===== src/hdl/ltpc_pkg.sv =====
// Shared types and constants of the triangle-pulse color cycler.
package ltpc_pkg;

    localparam int unsigned MAX_COLORS = 4;

    localparam int unsigned TIME_W  = 32;
    localparam int unsigned DUR_W   = 16;
    localparam int unsigned COUNT_W = 3;
    localparam int unsigned COLOR_W = 24;
    localparam int unsigned IDX_W   = 2;
    localparam int unsigned CHAN_W  = 8;
    localparam int unsigned REM_W   = 24;
    localparam int unsigned CNT_W   = 3;
    localparam int unsigned CFG_W   = 3;
    localparam int unsigned PROD_W  = 17;

    // Register indexes on the configuration port
    localparam logic [CFG_W-1:0] REG_DURATION = 3'd0;
    localparam logic [CFG_W-1:0] REG_COUNT    = 3'd1;
    localparam logic [CFG_W-1:0] REG_COLOR_0  = 3'd2;
    localparam logic [CFG_W-1:0] REG_COLOR_1  = 3'd3;
    localparam logic [CFG_W-1:0] REG_COLOR_2  = 3'd4;
    localparam logic [CFG_W-1:0] REG_COLOR_3  = 3'd5;

    localparam logic [DUR_W-1:0]   DURATION_RST = 16'd1000;
    localparam logic [COUNT_W-1:0] COUNT_RST    = 3'd1;

    // Channel order while scaling
    localparam logic [CNT_W-1:0] CH_RED   = 3'd0;
    localparam logic [CNT_W-1:0] CH_GREEN = 3'd1;
    localparam logic [CNT_W-1:0] CH_BLUE  = 3'd2;

    localparam logic [CNT_W-1:0] DIV_TOP = 3'd7;

    typedef enum logic [2:0] {
        ST_IDLE,
        ST_ELAPSED,
        ST_CHECK,
        ST_PROD,
        ST_DIV,
        ST_SCALE,
        ST_DONE
    } state_t;

    typedef enum logic {
        UNIT_SUB,
        UNIT_MUL
    } unit_op_t;

    typedef struct packed {
        unit_op_t          op;
        logic [TIME_W-1:0] a;
        logic [TIME_W-1:0] b;
    } unit_req_t;

    typedef struct packed {
        logic [TIME_W-1:0] diff;
        logic              borrow;
        logic [PROD_W-1:0] prod;
    } unit_rsp_t;

endpackage


===== src/hdl/ltpc_unit.sv =====
// Shared arithmetic unit: 32-bit subtract with borrow, 8x9 multiply.
module ltpc_unit (
    input  ltpc_pkg::unit_req_t req,
    output ltpc_pkg::unit_rsp_t rsp
);

    logic [ltpc_pkg::TIME_W:0] diff_w;

    assign diff_w = {1'b0, req.a} - {1'b0, req.b};

    always_comb begin
        rsp = '0;
        case (req.op)
            ltpc_pkg::UNIT_SUB: begin
                rsp.diff   = diff_w[ltpc_pkg::TIME_W-1:0];
                rsp.borrow = diff_w[ltpc_pkg::TIME_W];
            end
            ltpc_pkg::UNIT_MUL: begin
                rsp.prod = {9'd0, req.a[7:0]} * {8'd0, req.b[8:0]};
            end
            default: begin
                rsp = '0;
            end
        endcase
    end

endmodule


===== src/hdl/led_triangle_pulse_color_cycler.sv =====
// Top level of the triangle-pulse color cycler: sequencer, state and registers.
//
//  channel   direction  handshake            payload
//  s_        in         s_valid / s_ready    s_now_ms[31:0]
//  m_        out        m_valid / m_ready    m_out_red, m_out_green, m_out_blue,
//                                            m_color_index[1:0], m_phase[7:0]
//  cfg_      in         cfg_valid/cfg_ready  cfg_index[2:0], cfg_data[23:0]
//
// One shared subtract/multiply unit serves every step from acceptance to the result register:
// elapsed, compare, product, 8 divide steps, 3 scale steps and load when the phase continues;
// elapsed, compare, 3 scale steps and load when it restarts. The next beat is taken in idle.
// s_ready is high only while idle; a held result stalls the sequencer in its load step only
// when the output register is still full. Reset (aresetn low, synchronous) restores the
// register defaults and clears phase start time and color index; cfg_ready is always high.
module led_triangle_pulse_color_cycler (
    input  logic        aclk,
    input  logic        aresetn,

    input  logic        s_valid,
    output logic        s_ready,
    input  logic [31:0] s_now_ms,

    output logic        m_valid,
    input  logic        m_ready,
    output logic [7:0]  m_out_red,
    output logic [7:0]  m_out_green,
    output logic [7:0]  m_out_blue,
    output logic [1:0]  m_color_index,
    output logic [7:0]  m_phase,

    input  logic        cfg_valid,
    output logic        cfg_ready,
    input  logic [2:0]  cfg_index,
    input  logic [23:0] cfg_data
);

    // Configuration registers
    logic [ltpc_pkg::DUR_W-1:0]   duration_reg;
    logic [ltpc_pkg::COUNT_W-1:0] count_reg;
    logic [ltpc_pkg::COLOR_W-1:0] palette_reg [ltpc_pkg::MAX_COLORS];

    // Sequencer and state
    ltpc_pkg::state_t state_reg, state_next;
    logic [ltpc_pkg::CNT_W-1:0]  cnt_reg, cnt_next;
    logic [ltpc_pkg::TIME_W-1:0] start_reg, start_next;
    logic [ltpc_pkg::IDX_W-1:0]  color_reg, color_next;
    logic                        m_valid_reg, m_valid_next;

    // Working registers (no reset)
    logic [ltpc_pkg::TIME_W-1:0] now_reg, now_next;
    logic [ltpc_pkg::TIME_W-1:0] elapsed_reg, elapsed_next;
    logic [ltpc_pkg::REM_W-1:0]  rem_reg, rem_next;
    logic [ltpc_pkg::CHAN_W-1:0] phase_reg, phase_next;
    logic [ltpc_pkg::CHAN_W-1:0] scale_reg [3];
    logic [ltpc_pkg::CHAN_W-1:0] scale_next;
    logic                        scale_we;

    // Output registers
    logic [ltpc_pkg::CHAN_W-1:0] out_red_reg, out_green_reg, out_blue_reg;
    logic [ltpc_pkg::CHAN_W-1:0] out_phase_reg;
    logic [ltpc_pkg::IDX_W-1:0]  out_index_reg;
    logic                        out_load;

    ltpc_pkg::unit_req_t unit_req;
    ltpc_pkg::unit_rsp_t unit_rsp;

    logic [ltpc_pkg::CHAN_W-1:0]  tri_half;
    logic [ltpc_pkg::CHAN_W:0]    weight;
    logic [ltpc_pkg::COLOR_W-1:0] color_sel;
    logic [ltpc_pkg::CHAN_W-1:0]  chan_sel;
    logic [ltpc_pkg::COUNT_W-1:0] limit;
    logic [ltpc_pkg::IDX_W-1:0]   color_inc;

    ltpc_unit u_unit (
        .req (unit_req),
        .rsp (unit_rsp)
    );

    assign s_ready   = (state_reg == ltpc_pkg::ST_IDLE);
    assign cfg_ready = 1'b1;

    // Triangle weight: fold the upper half, double, then add one
    assign tri_half = phase_reg[7] ? (8'hFF - phase_reg) : phase_reg;
    assign weight   = {1'b0, tri_half[6:0], 1'b0} + 9'd1;

    assign color_sel = palette_reg[color_reg];
    assign limit     = (count_reg > 3'(ltpc_pkg::MAX_COLORS)) ?
                       3'(ltpc_pkg::MAX_COLORS) : count_reg;
    assign color_inc = color_reg + 2'd1;

    always_comb begin
        case (cnt_reg)
            ltpc_pkg::CH_RED:   chan_sel = color_sel[23:16];
            ltpc_pkg::CH_GREEN: chan_sel = color_sel[15:8];
            default:            chan_sel = color_sel[7:0];
        endcase
    end

    // Next state, unit operands and register updates
    always_comb begin
        state_next   = state_reg;
        cnt_next     = cnt_reg;
        start_next   = start_reg;
        color_next   = color_reg;
        now_next     = now_reg;
        elapsed_next = elapsed_reg;
        rem_next     = rem_reg;
        phase_next   = phase_reg;
        scale_next   = unit_rsp.prod[15:8];
        scale_we     = 1'b0;
        out_load     = 1'b0;
        m_valid_next = m_valid_reg & ~m_ready;
        unit_req.op  = ltpc_pkg::UNIT_SUB;
        unit_req.a   = '0;
        unit_req.b   = '0;

        case (state_reg)
            ltpc_pkg::ST_IDLE: begin
                if (s_valid) begin
                    now_next   = s_now_ms;
                    state_next = ltpc_pkg::ST_ELAPSED;
                end
            end
            ltpc_pkg::ST_ELAPSED: begin
                // wrap-safe elapsed time
                unit_req.a   = now_reg;
                unit_req.b   = start_reg;
                elapsed_next = unit_rsp.diff;
                state_next   = ltpc_pkg::ST_CHECK;
            end
            ltpc_pkg::ST_CHECK: begin
                unit_req.a = elapsed_reg;
                unit_req.b = {16'd0, duration_reg};
                if (!unit_rsp.borrow) begin
                    // phase complete: restart and advance the palette
                    phase_next = '0;
                    start_next = now_reg;
                    color_next = ({1'b0, color_inc} >= limit) ? 2'd0 : color_inc;
                    cnt_next   = ltpc_pkg::CH_RED;
                    state_next = ltpc_pkg::ST_SCALE;
                end else begin
                    state_next = ltpc_pkg::ST_PROD;
                end
            end
            ltpc_pkg::ST_PROD: begin
                // elapsed * 255 as (elapsed << 8) - elapsed
                unit_req.a = {8'd0, elapsed_reg[15:0], 8'd0};
                unit_req.b = {16'd0, elapsed_reg[15:0]};
                rem_next   = unit_rsp.diff[ltpc_pkg::REM_W-1:0];
                phase_next = '0;
                cnt_next   = ltpc_pkg::DIV_TOP;
                state_next = ltpc_pkg::ST_DIV;
            end
            ltpc_pkg::ST_DIV: begin
                // one quotient bit per cycle, most significant first
                unit_req.a = {8'd0, rem_reg};
                unit_req.b = {16'd0, duration_reg} << cnt_reg;
                if (!unit_rsp.borrow) begin
                    rem_next            = unit_rsp.diff[ltpc_pkg::REM_W-1:0];
                    phase_next[cnt_reg] = 1'b1;
                end
                if (cnt_reg == '0) begin
                    cnt_next   = ltpc_pkg::CH_RED;
                    state_next = ltpc_pkg::ST_SCALE;
                end else begin
                    cnt_next = cnt_reg - 3'd1;
                end
            end
            ltpc_pkg::ST_SCALE: begin
                unit_req.op = ltpc_pkg::UNIT_MUL;
                unit_req.a  = {24'd0, chan_sel};
                unit_req.b  = {23'd0, weight};
                scale_we    = 1'b1;
                if (cnt_reg == ltpc_pkg::CH_BLUE) begin
                    state_next = ltpc_pkg::ST_DONE;
                end else begin
                    cnt_next = cnt_reg + 3'd1;
                end
            end
            ltpc_pkg::ST_DONE: begin
                // hold until the output register is free
                if (!m_valid_reg || m_ready) begin
                    out_load     = 1'b1;
                    m_valid_next = 1'b1;
                    state_next   = ltpc_pkg::ST_IDLE;
                end
            end
            default: begin
                state_next = ltpc_pkg::ST_IDLE;
            end
        endcase
    end

    // Control state and configuration
    always_ff @(posedge aclk) begin
        if (!aresetn) begin
            state_reg      <= ltpc_pkg::ST_IDLE;
            cnt_reg        <= '0;
            start_reg      <= '0;
            color_reg      <= '0;
            m_valid_reg    <= 1'b0;
            duration_reg   <= ltpc_pkg::DURATION_RST;
            count_reg      <= ltpc_pkg::COUNT_RST;
            palette_reg[0] <= '0;
            palette_reg[1] <= '0;
            palette_reg[2] <= '0;
            palette_reg[3] <= '0;
        end else begin
            state_reg   <= state_next;
            cnt_reg     <= cnt_next;
            start_reg   <= start_next;
            color_reg   <= color_next;
            m_valid_reg <= m_valid_next;
            if (cfg_valid) begin
                case (cfg_index)
                    ltpc_pkg::REG_DURATION: duration_reg   <= cfg_data[15:0];
                    ltpc_pkg::REG_COUNT:    count_reg      <= cfg_data[2:0];
                    ltpc_pkg::REG_COLOR_0:  palette_reg[0] <= cfg_data;
                    ltpc_pkg::REG_COLOR_1:  palette_reg[1] <= cfg_data;
                    ltpc_pkg::REG_COLOR_2:  palette_reg[2] <= cfg_data;
                    ltpc_pkg::REG_COLOR_3:  palette_reg[3] <= cfg_data;
                    default: ; // drop writes beyond the register list
                endcase
            end
        end
    end

    // Datapath registers
    always_ff @(posedge aclk) begin
        now_reg     <= now_next;
        elapsed_reg <= elapsed_next;
        rem_reg     <= rem_next;
        phase_reg   <= phase_next;
        if (scale_we) begin
            scale_reg[cnt_reg[1:0]] <= scale_next;
        end
        if (out_load) begin
            out_red_reg   <= scale_reg[0];
            out_green_reg <= scale_reg[1];
            out_blue_reg  <= scale_reg[2];
            out_index_reg <= color_reg;
            out_phase_reg <= phase_reg;
        end
    end

    assign m_valid       = m_valid_reg;
    assign m_out_red     = out_red_reg;
    assign m_out_green   = out_green_reg;
    assign m_out_blue    = out_blue_reg;
    assign m_color_index = out_index_reg;
    assign m_phase       = out_phase_reg;

`ifndef SYNTHESIS
    a_busy_after_accept: assert property (@(posedge aclk) disable iff (!aresetn)
        (s_valid && s_ready) |=> !s_ready)
        else $error("input taken again right after a beat");

    a_phase_range: assert property (@(posedge aclk) disable iff (!aresetn)
        m_valid |-> (m_phase != 8'hFF))
        else $error("phase out of range");

    a_div_remainder: assert property (@(posedge aclk) disable iff (!aresetn)
        (state_reg == ltpc_pkg::ST_DIV && cnt_reg == '0) |=>
        (rem_reg < {8'd0, duration_reg}))
        else $error("divide left a remainder not below the duration");

    a_valid_source: assert property (@(posedge aclk) disable iff (!aresetn)
        $rose(m_valid) |-> ($past(state_reg) == ltpc_pkg::ST_DONE))
        else $error("result raised outside the load step");
`endif

endmodule

===== config.mk =====
export PLATFORM = sky130hd
export DESIGN_NAME = led_triangle_pulse_color_cycler
export DESIGN_NICKNAME = d
export VERILOG_FILES = /design/src/hdl/ltpc_pkg.sv /design/src/hdl/ltpc_unit.sv /design/src/hdl/led_triangle_pulse_color_cycler.sv
export SDC_FILE = /design/constraint.sdc
export NUM_CORES = 1
export LEC_CHECK = 0
export ABC_CLOCK_PERIOD_IN_PS = 14500
export BUFFER_PORTS_ARGS = -buffer_cell sky130_fd_sc_hd__buf_2
export CORE_ASPECT_RATIO = 1.2
export CORE_MARGIN = 2
export CORE_UTILIZATION = 45
export CTS_BUF_LIST = sky130_fd_sc_hd__clkbuf_4
export DETAILED_ROUTE_END_ITERATION = 16
export HOLD_SLACK_MARGIN = 0.1
export PLACE_DENSITY = 0.65
export RECOVER_POWER = 100
export SYNTH_ARGS = -nofsm -noshare
export SYNTH_HDL_FRONTEND = slang
export SYNTH_SLANG_ARGS = --single-unit
export TNS_END_PERCENT = 1

===== constraint.sdc =====
create_clock -name aclk -period 14.5 [get_ports aclk]
set_input_delay 4.35 -clock aclk [delete_from_list [all_inputs] [get_ports aclk]]
set_output_delay 4.35 -clock aclk [all_outputs]
set_load 0.05 [all_outputs]

# After elaboration in Yosys (flattened, before gate mapping)
# Memories as Yosys holds them, arrays and structs flattened. A register that Yosys moved wholly into a read port is not among the register bits.
# Index checks and enable logic that the tools add are counted.
# op_classes
n_lt_le_gt_ge,4
n_reduce_logical,17
eq_ne,20
n_bitwise,8
n_mux,54
add_sub_neg,6
div,0
n_mul,1
n_shift,1
# ops
op,n
$pmux 64 s5,1
$mux 24,5
$pmux 24 s2,1
$sub 32x32->33,1
$shl 16x3->32,1
$mux 3,9
$mux 1,25
$mux 25,1
$pmux 8 s3,1
$pmux 3 s7,1
$mul 8x9->16,1
$mux 16,1
$mux 8,2
$pmux 8 s2,1
$eq 3x2->1 const B,5
$eq 3x3->1 const B,5
$ne 2x2->1 const B,7
$pmux 3 s4,1
$reduce_and 2->1,5
$add 8x1->9 const B,1
$eq 3x1->1 const B,3
$logic_not 3->1,3
$or 8x8->8,1
$mux 7,1
21 further kinds,28
# word_totals
latchBits,0
mem_bits_rw,120
mem_count,2
word_cells,127
romBits,0
regBits,166
# mem_list
memory,depth,word_bits,read_ports,rd_ports_with_merged_regs,write_ports,line,text
palette_reg,4,24,1,1,4,led_triangle_pulse_color_cycler.sv:40,logic [ltpc_pkg::COLOR_W-1:0] palette_reg [ltpc_pkg::MAX_COLORS];
scale_reg,3,8,3,3,1,led_triangle_pulse_color_cycler.sv:54,logic [ltpc_pkg::CHAN_W-1:0] scale_reg [3];

# Longest topological paths before layout
# logic_depth
ltp_word,10
depth_mapped,30
ltp_nobuf,26

# By module
# A second synthesis with hierarchy kept.
# hier_totals
cells_unflattened,1652
area_unflattened_um2,18157.4
# by_module_without_submodules
mod,seq_area_each_um2,area_each_um2,n_inst,cells_per_inst
led_triangle_pulse_color_cycler,8748.4,13670.6,1,1060
ltpc_unit,0.0,4486.8,1,592

# Worst setup path after synthesis
# OpenSTA, ideal clock, no wires.
# synth_timing
kind,register to register
start,reg cnt_reg[1] (netlist name)
end,mem scale_reg[0][7] (netlist name) (data pin)
required_time_ps,14227
period_less_slack_ps,7113
n_path_buf,4
arrival_ps,6840
path_stages_with_launch,26
slack_ps,7387
path_cell_list,dfxtp_1 -> clkbuf_1 -> clkbuf_1 -> clkbuf_1 -> inv_1 -> ha_1 -> clkbuf_1 -> a22oi_1 -> o21ai_0 -> a222oi_1 -> inv_1 -> ha_1 -> fa_1 -> fa_1 -> fa_1 -> inv_1 -> fa_1 -> inv_1 -> ha_1 -> o21a_1 -> nand3_1 -> or4b_4 -> a31oi_4 -> nand3_1 -> a21oi_1 -> nor3b_2
# synth_rtl
element,line,text
start: declaration,led_triangle_pulse_color_cycler.sv:44,"logic [ltpc_pkg::CNT_W-1:0] cnt_reg, cnt_next;"
start signal: assignment,led_triangle_pulse_color_cycler.sv:210,cnt_reg <= cnt_next;
end: declaration,led_triangle_pulse_color_cycler.sv:54,

# Worst setup path after layout
# layout_timing
start,reg state_reg[0]
end,reg cnt_reg[2] (netlist name)
# layout_between
elab_chain_len,6
word_cells_on_any_way,14
# layout_rtl
element,line,text
start: declaration,led_triangle_pulse_color_cycler.sv:43,"ltpc_pkg::state_t state_reg, state_next;"
start signal: assignment,led_triangle_pulse_color_cycler.sv:197,state_reg <= ltpc_pkg::ST_IDLE;
start signal: assignment,led_triangle_pulse_color_cycler.sv:209,state_reg <= state_next;
"$eq 3x3->1, or another cell as far along",led_triangle_pulse_color_cycler.sv:117,case (state_reg)
$pmux 64 s5,led_triangle_pulse_color_cycler.sv:117,
$sub 32x32->33,ltpc_unit.sv:9,"assign diff_w = {1'b0, req.a} - {1'b0, req.b};"
$mux 25,ltpc_unit.sv:13,case (req.op)
$ne 2x2->1 (no source line),-,
$reduce_and 3->1 (no source line),-,
# Several ways; a longest one is shown, not always the timed one.
# A chain may end at the register's enable or synchronous reset.

==> metrics.md <==
| Metric | Value |
|---|---|
| Nets | `1886` |
| Status | `complete, but fails checks` |
| Number of synthesized flops with an enable pin | `250` |
| Mux contribution to synthesized area | `around 5.9%` |
| Max reg flops | `96` |
| Synth Area in XOR/XNOR | `under 10%` |
| Metal3 WL | `2830 µm` |
| Crit Path Category | `flip-flop to flip-flop` |
| Worst hold path class | `flip-flop to flip-flop` |
| Final Max Slew Viols | `434` |
| Vias | `12900` |
| Placed cells | `between 2000 and 2500` |
| Area delta synth->final | `10.4%` |
| Largest family of logic cells by synthesized area | `compound AO/OA/AOI/OAI gates` |
| Seq/Total Area, Yosys | `49.6%` |
| Leakage power | `roughly 7.5 nW` |
| Worst Path Max Fanout | `65` |
| Area after DPL | `approximately 0.019 mm²` |
| Syn Inst Count | `around 1600` |
| Post-CTS Repair Setup Buffers | `0` |
| Drt pass-1 iters | `6` |
| Vias in the first global route | `between 10000 and 15000` |
| Count of final setup violators | `0` |
| Mean area per synthesized cell | `11.1 µm²` |
| Synthesis-stage register bit count | `312` |
| Hold slack | `0.387 ns` |
| Num CTS Buffers | `82` |
| PwrDens | `roughly 250 mW/mm²` |
| M1 WL | `between 15000 and 20000 µm` |
| Row cnt | `79` |
| Ys flop type | `edfxtp_1` |
| Reg area | `between 0.008 and 0.009 mm²` |
| Area of the multi-input gates | `roughly 0.008 mm²` |
| Setup Skew | `between 0.05 and 0.06 ns` |
| IO Pins | `between 100 and 150` |
| GRT Total Usage | `a little under a quarter` |
| Syn Nets | `between 1500 and 2000` |
| Synthesized cell area | `around 0.018 mm²` |
| Share of cells above drive strength 1 | `14.7%` |
| RePlAce Congestion | `approximately 0.93` |
| Synth warn | `0` |
| Pin count of the biggest net entering global routing | `66` |
| Async S/R FF share, synth | `0%` |
| CP required | `~15 ns` |
| CP endpoint kind | `flip-flop` |
| Clock sinks | `between 300 and 400` |
| CP max stage cell | `clkbuf_1` |
| Failing checks | `capacitance limit, slew limit` |
| Initial Util | `between 40% and 50%` |
| Compound-Gate Fraction of Synth Area | `14.8%` |
| Distinct cells, synth | `84` |
| Worst skew pair latency | `roughly 0.83 ns` |
| Total gr overflow | `0` |
| TritonCTS clock tree | `yes` |
| RSZ-0062 raised after global routing | `false` |
| Startpoint types | `flip-flop` |
| DR vias/cell | `~5.6` |
| Hold Fails Final Rpt | `0` |
| Antenna violations before repair | `5` |
| Top Metal Used | `met5` |
| Worst-path cell chain | `clkbuf_1 -> nand2b_1 -> nor2_1 -> clkbuf_1 -> a22oi_1 -> nand2_1 -> ha_1 -> a21o_1 -> a21o_1 -> a21oi_1 -> o2bb2ai_1 -> o21ai_0 -> o21ai_0 -> and3_1 -> clkbuf_1 -> o21ai_0 -> a221oi_1` |
| Adder-Cell Fraction of Synth Area | `between 10% and 20%` |
| Maximum VDD drop | `0.000179 V` |
| Max-cap violations | `14` |
| DP HPWL | `roughly 32000 µm` |
| Die ar. | `0.0408 mm²` |
| WL/cell | `around 20 µm` |
| Setup TNS Final | `0 ns` |
| CTS Hold Buffers Added | `0` |
| Routed Antenna Nets | `0` |
| Max incr delay on CP | `approximately 2.4 ns` |
| Synth Area in Simple Gates | `a little over an eighth` |
| Core area | `slightly below 0.04 mm²` |
| Clock period minus worst slack | `10.07 ns` |
| Most common cell after layout, fill and taps aside | `edfxtp_1` |
| Worst Tran Pin Value | `between 4 and 5 ns` |
| PostCTS Resize Cnt | `0` |
| Clk buf depth | `3` |
| FMAX | `between 0.09 and 0.1 GHz` |
| Commonest cells after routing, fill and taps aside | `250 x edfxtp_1, 133 x nor2_1, 125 x nand2_1` |
| First-pass GRT wire length | `73300 µm` |
| Total wire length | `about 47000 µm` |
| Post-route cell area | `just under 0.02 mm²` |
| Die height | `about 220 µm` |
| Crit share post-route | `69.4%` |
| Iteration-0 DRC Markers | `917` |
| Clk slew on worst S/H paths | `about 0.060 ns` |
| H-tree Lvls | `3` |
| Non-filler cells, final | `about 2300` |
| Max-slew headroom | `-173%` |
| Port bufs | `99` |
| Routed wl met2 | `22700 µm` |
| Fill count | `about 3600` |
| CP arrival | `about 11 ns` |
| Root buffer cell | `clkbuf_4` |
| Die Wd | `185 µm` |
| # DRC | `0` |
[Yosys cell counts (6+ instances only)]
library cell | count | area share, %
buf_2 | 6 | 0.17
o21ai_1 | 9 | 0.26
o22a_1 | 7 | 0.35
mux4_1 | 8 | 1.2
mux2_2 | 15 | 0.96
a211oi_1 | 11 | 0.47
and2_1 | 104 | 3.7
clkbuf_1 | 75 | 1.6
a22oi_1 | 52 | 2.2
o211ai_1 | 35 | 1.5
ha_1 | 78 | 5.5
a21oi_1 | 104 | 2.9
o21ai_0 | 80 | 2.3
nor2b_1 | 11 | 0.39
fa_1 | 41 | 4.6
buf_1 | 9 | 0.19
a31oi_1 | 7 | 0.25
nand2b_1 | 16 | 0.57
and3_1 | 8 | 0.28
nand3_1 | 17 | 0.48
dfxtp_1 | 62 | 7.0
nor3_1 | 14 | 0.40
mux4_2 | 18 | 2.3
a222oi_1 | 7 | 0.40
nor2_1 | 133 | 2.8
or3_1 | 6 | 0.21
xor2_1 | 16 | 0.79
xnor2_1 | 19 | 0.94
mux2i_1 | 26 | 1.5
a22o_1 | 17 | 0.84
inv_1 | 87 | 1.8
a21o_1 | 19 | 0.81
nand2_1 | 125 | 2.7
o21a_1 | 6 | 0.26
edfxtp_1 | 250 | 43
[metal layers]
layer	track usage [%]	vias to the layer above
met3	4.64	102
met2	37.9	433
met5	0	-
met1	30.2	6290
li1	-	6072
met4	10.3	6
[power by group]
group	total, W	switching, W	internal, W
Combinational	0.00273	0.00179	0.000945
Sequential	0.00148	0.000127	0.00135
Clock	0.000748	0.000366	0.000382
Total	0.00496	0.00228	0.00268
[final cells by class]
class                   instances  area share, %
well taps                     526           3.38
inverters                      92           1.77
clock buffers                 114           4.39
flip-flops and latches        312           44.9
clock inverters                26          0.771
diodes                          2         0.0257
multi-input cells            1091           41.7
repair buffers                124           3.09
[critical path: cells and delay by family (launching register included)]
family | cells | cell delay [ns]
flops | 1 | 0.62
simple gates | 4 | 1.58
compound gates | 9 | 2.75
buf+inv | 3 | 4.64
fa+ha+maj | 1 | 0.32
[cell families after synthesis]
logic type | Yosys count
xor+xnor | 36
simple gates | 470
other cells | 1
buf+inv | 190
mux | 67
flops | 312
compound gates | 398
fa+ha+maj | 119
[worst paths after layout]
check | from | cells past startpoint | slack [ns] | end
setup reg to reg | state_reg[0] | 17 | 4.43 | cnt_reg[2]
hold reg to reg | scale_reg[1][1] | 0 | 0.39 | m_out_green[1]
hold / removal | scale_reg[1][1] | 0 | 0.39 | m_out_green[1]
setup / recovery | state_reg[0] | 17 | 4.43 | cnt_reg[2]
[per-stage QoR]
step	setup slack [ns]	utilization, %	total power [W]
finish	4.43	50.3	0.00496
global route	3.79	50.3	0.00534
CTS	6.86	50.7	0.00499
detailed placement	6.92	48.1	0.00422
global placement	7.12	48.1	0.00417
floorplan	7.39	-	0.00344
No activity file was read; power rests on OpenSTA's default activity.
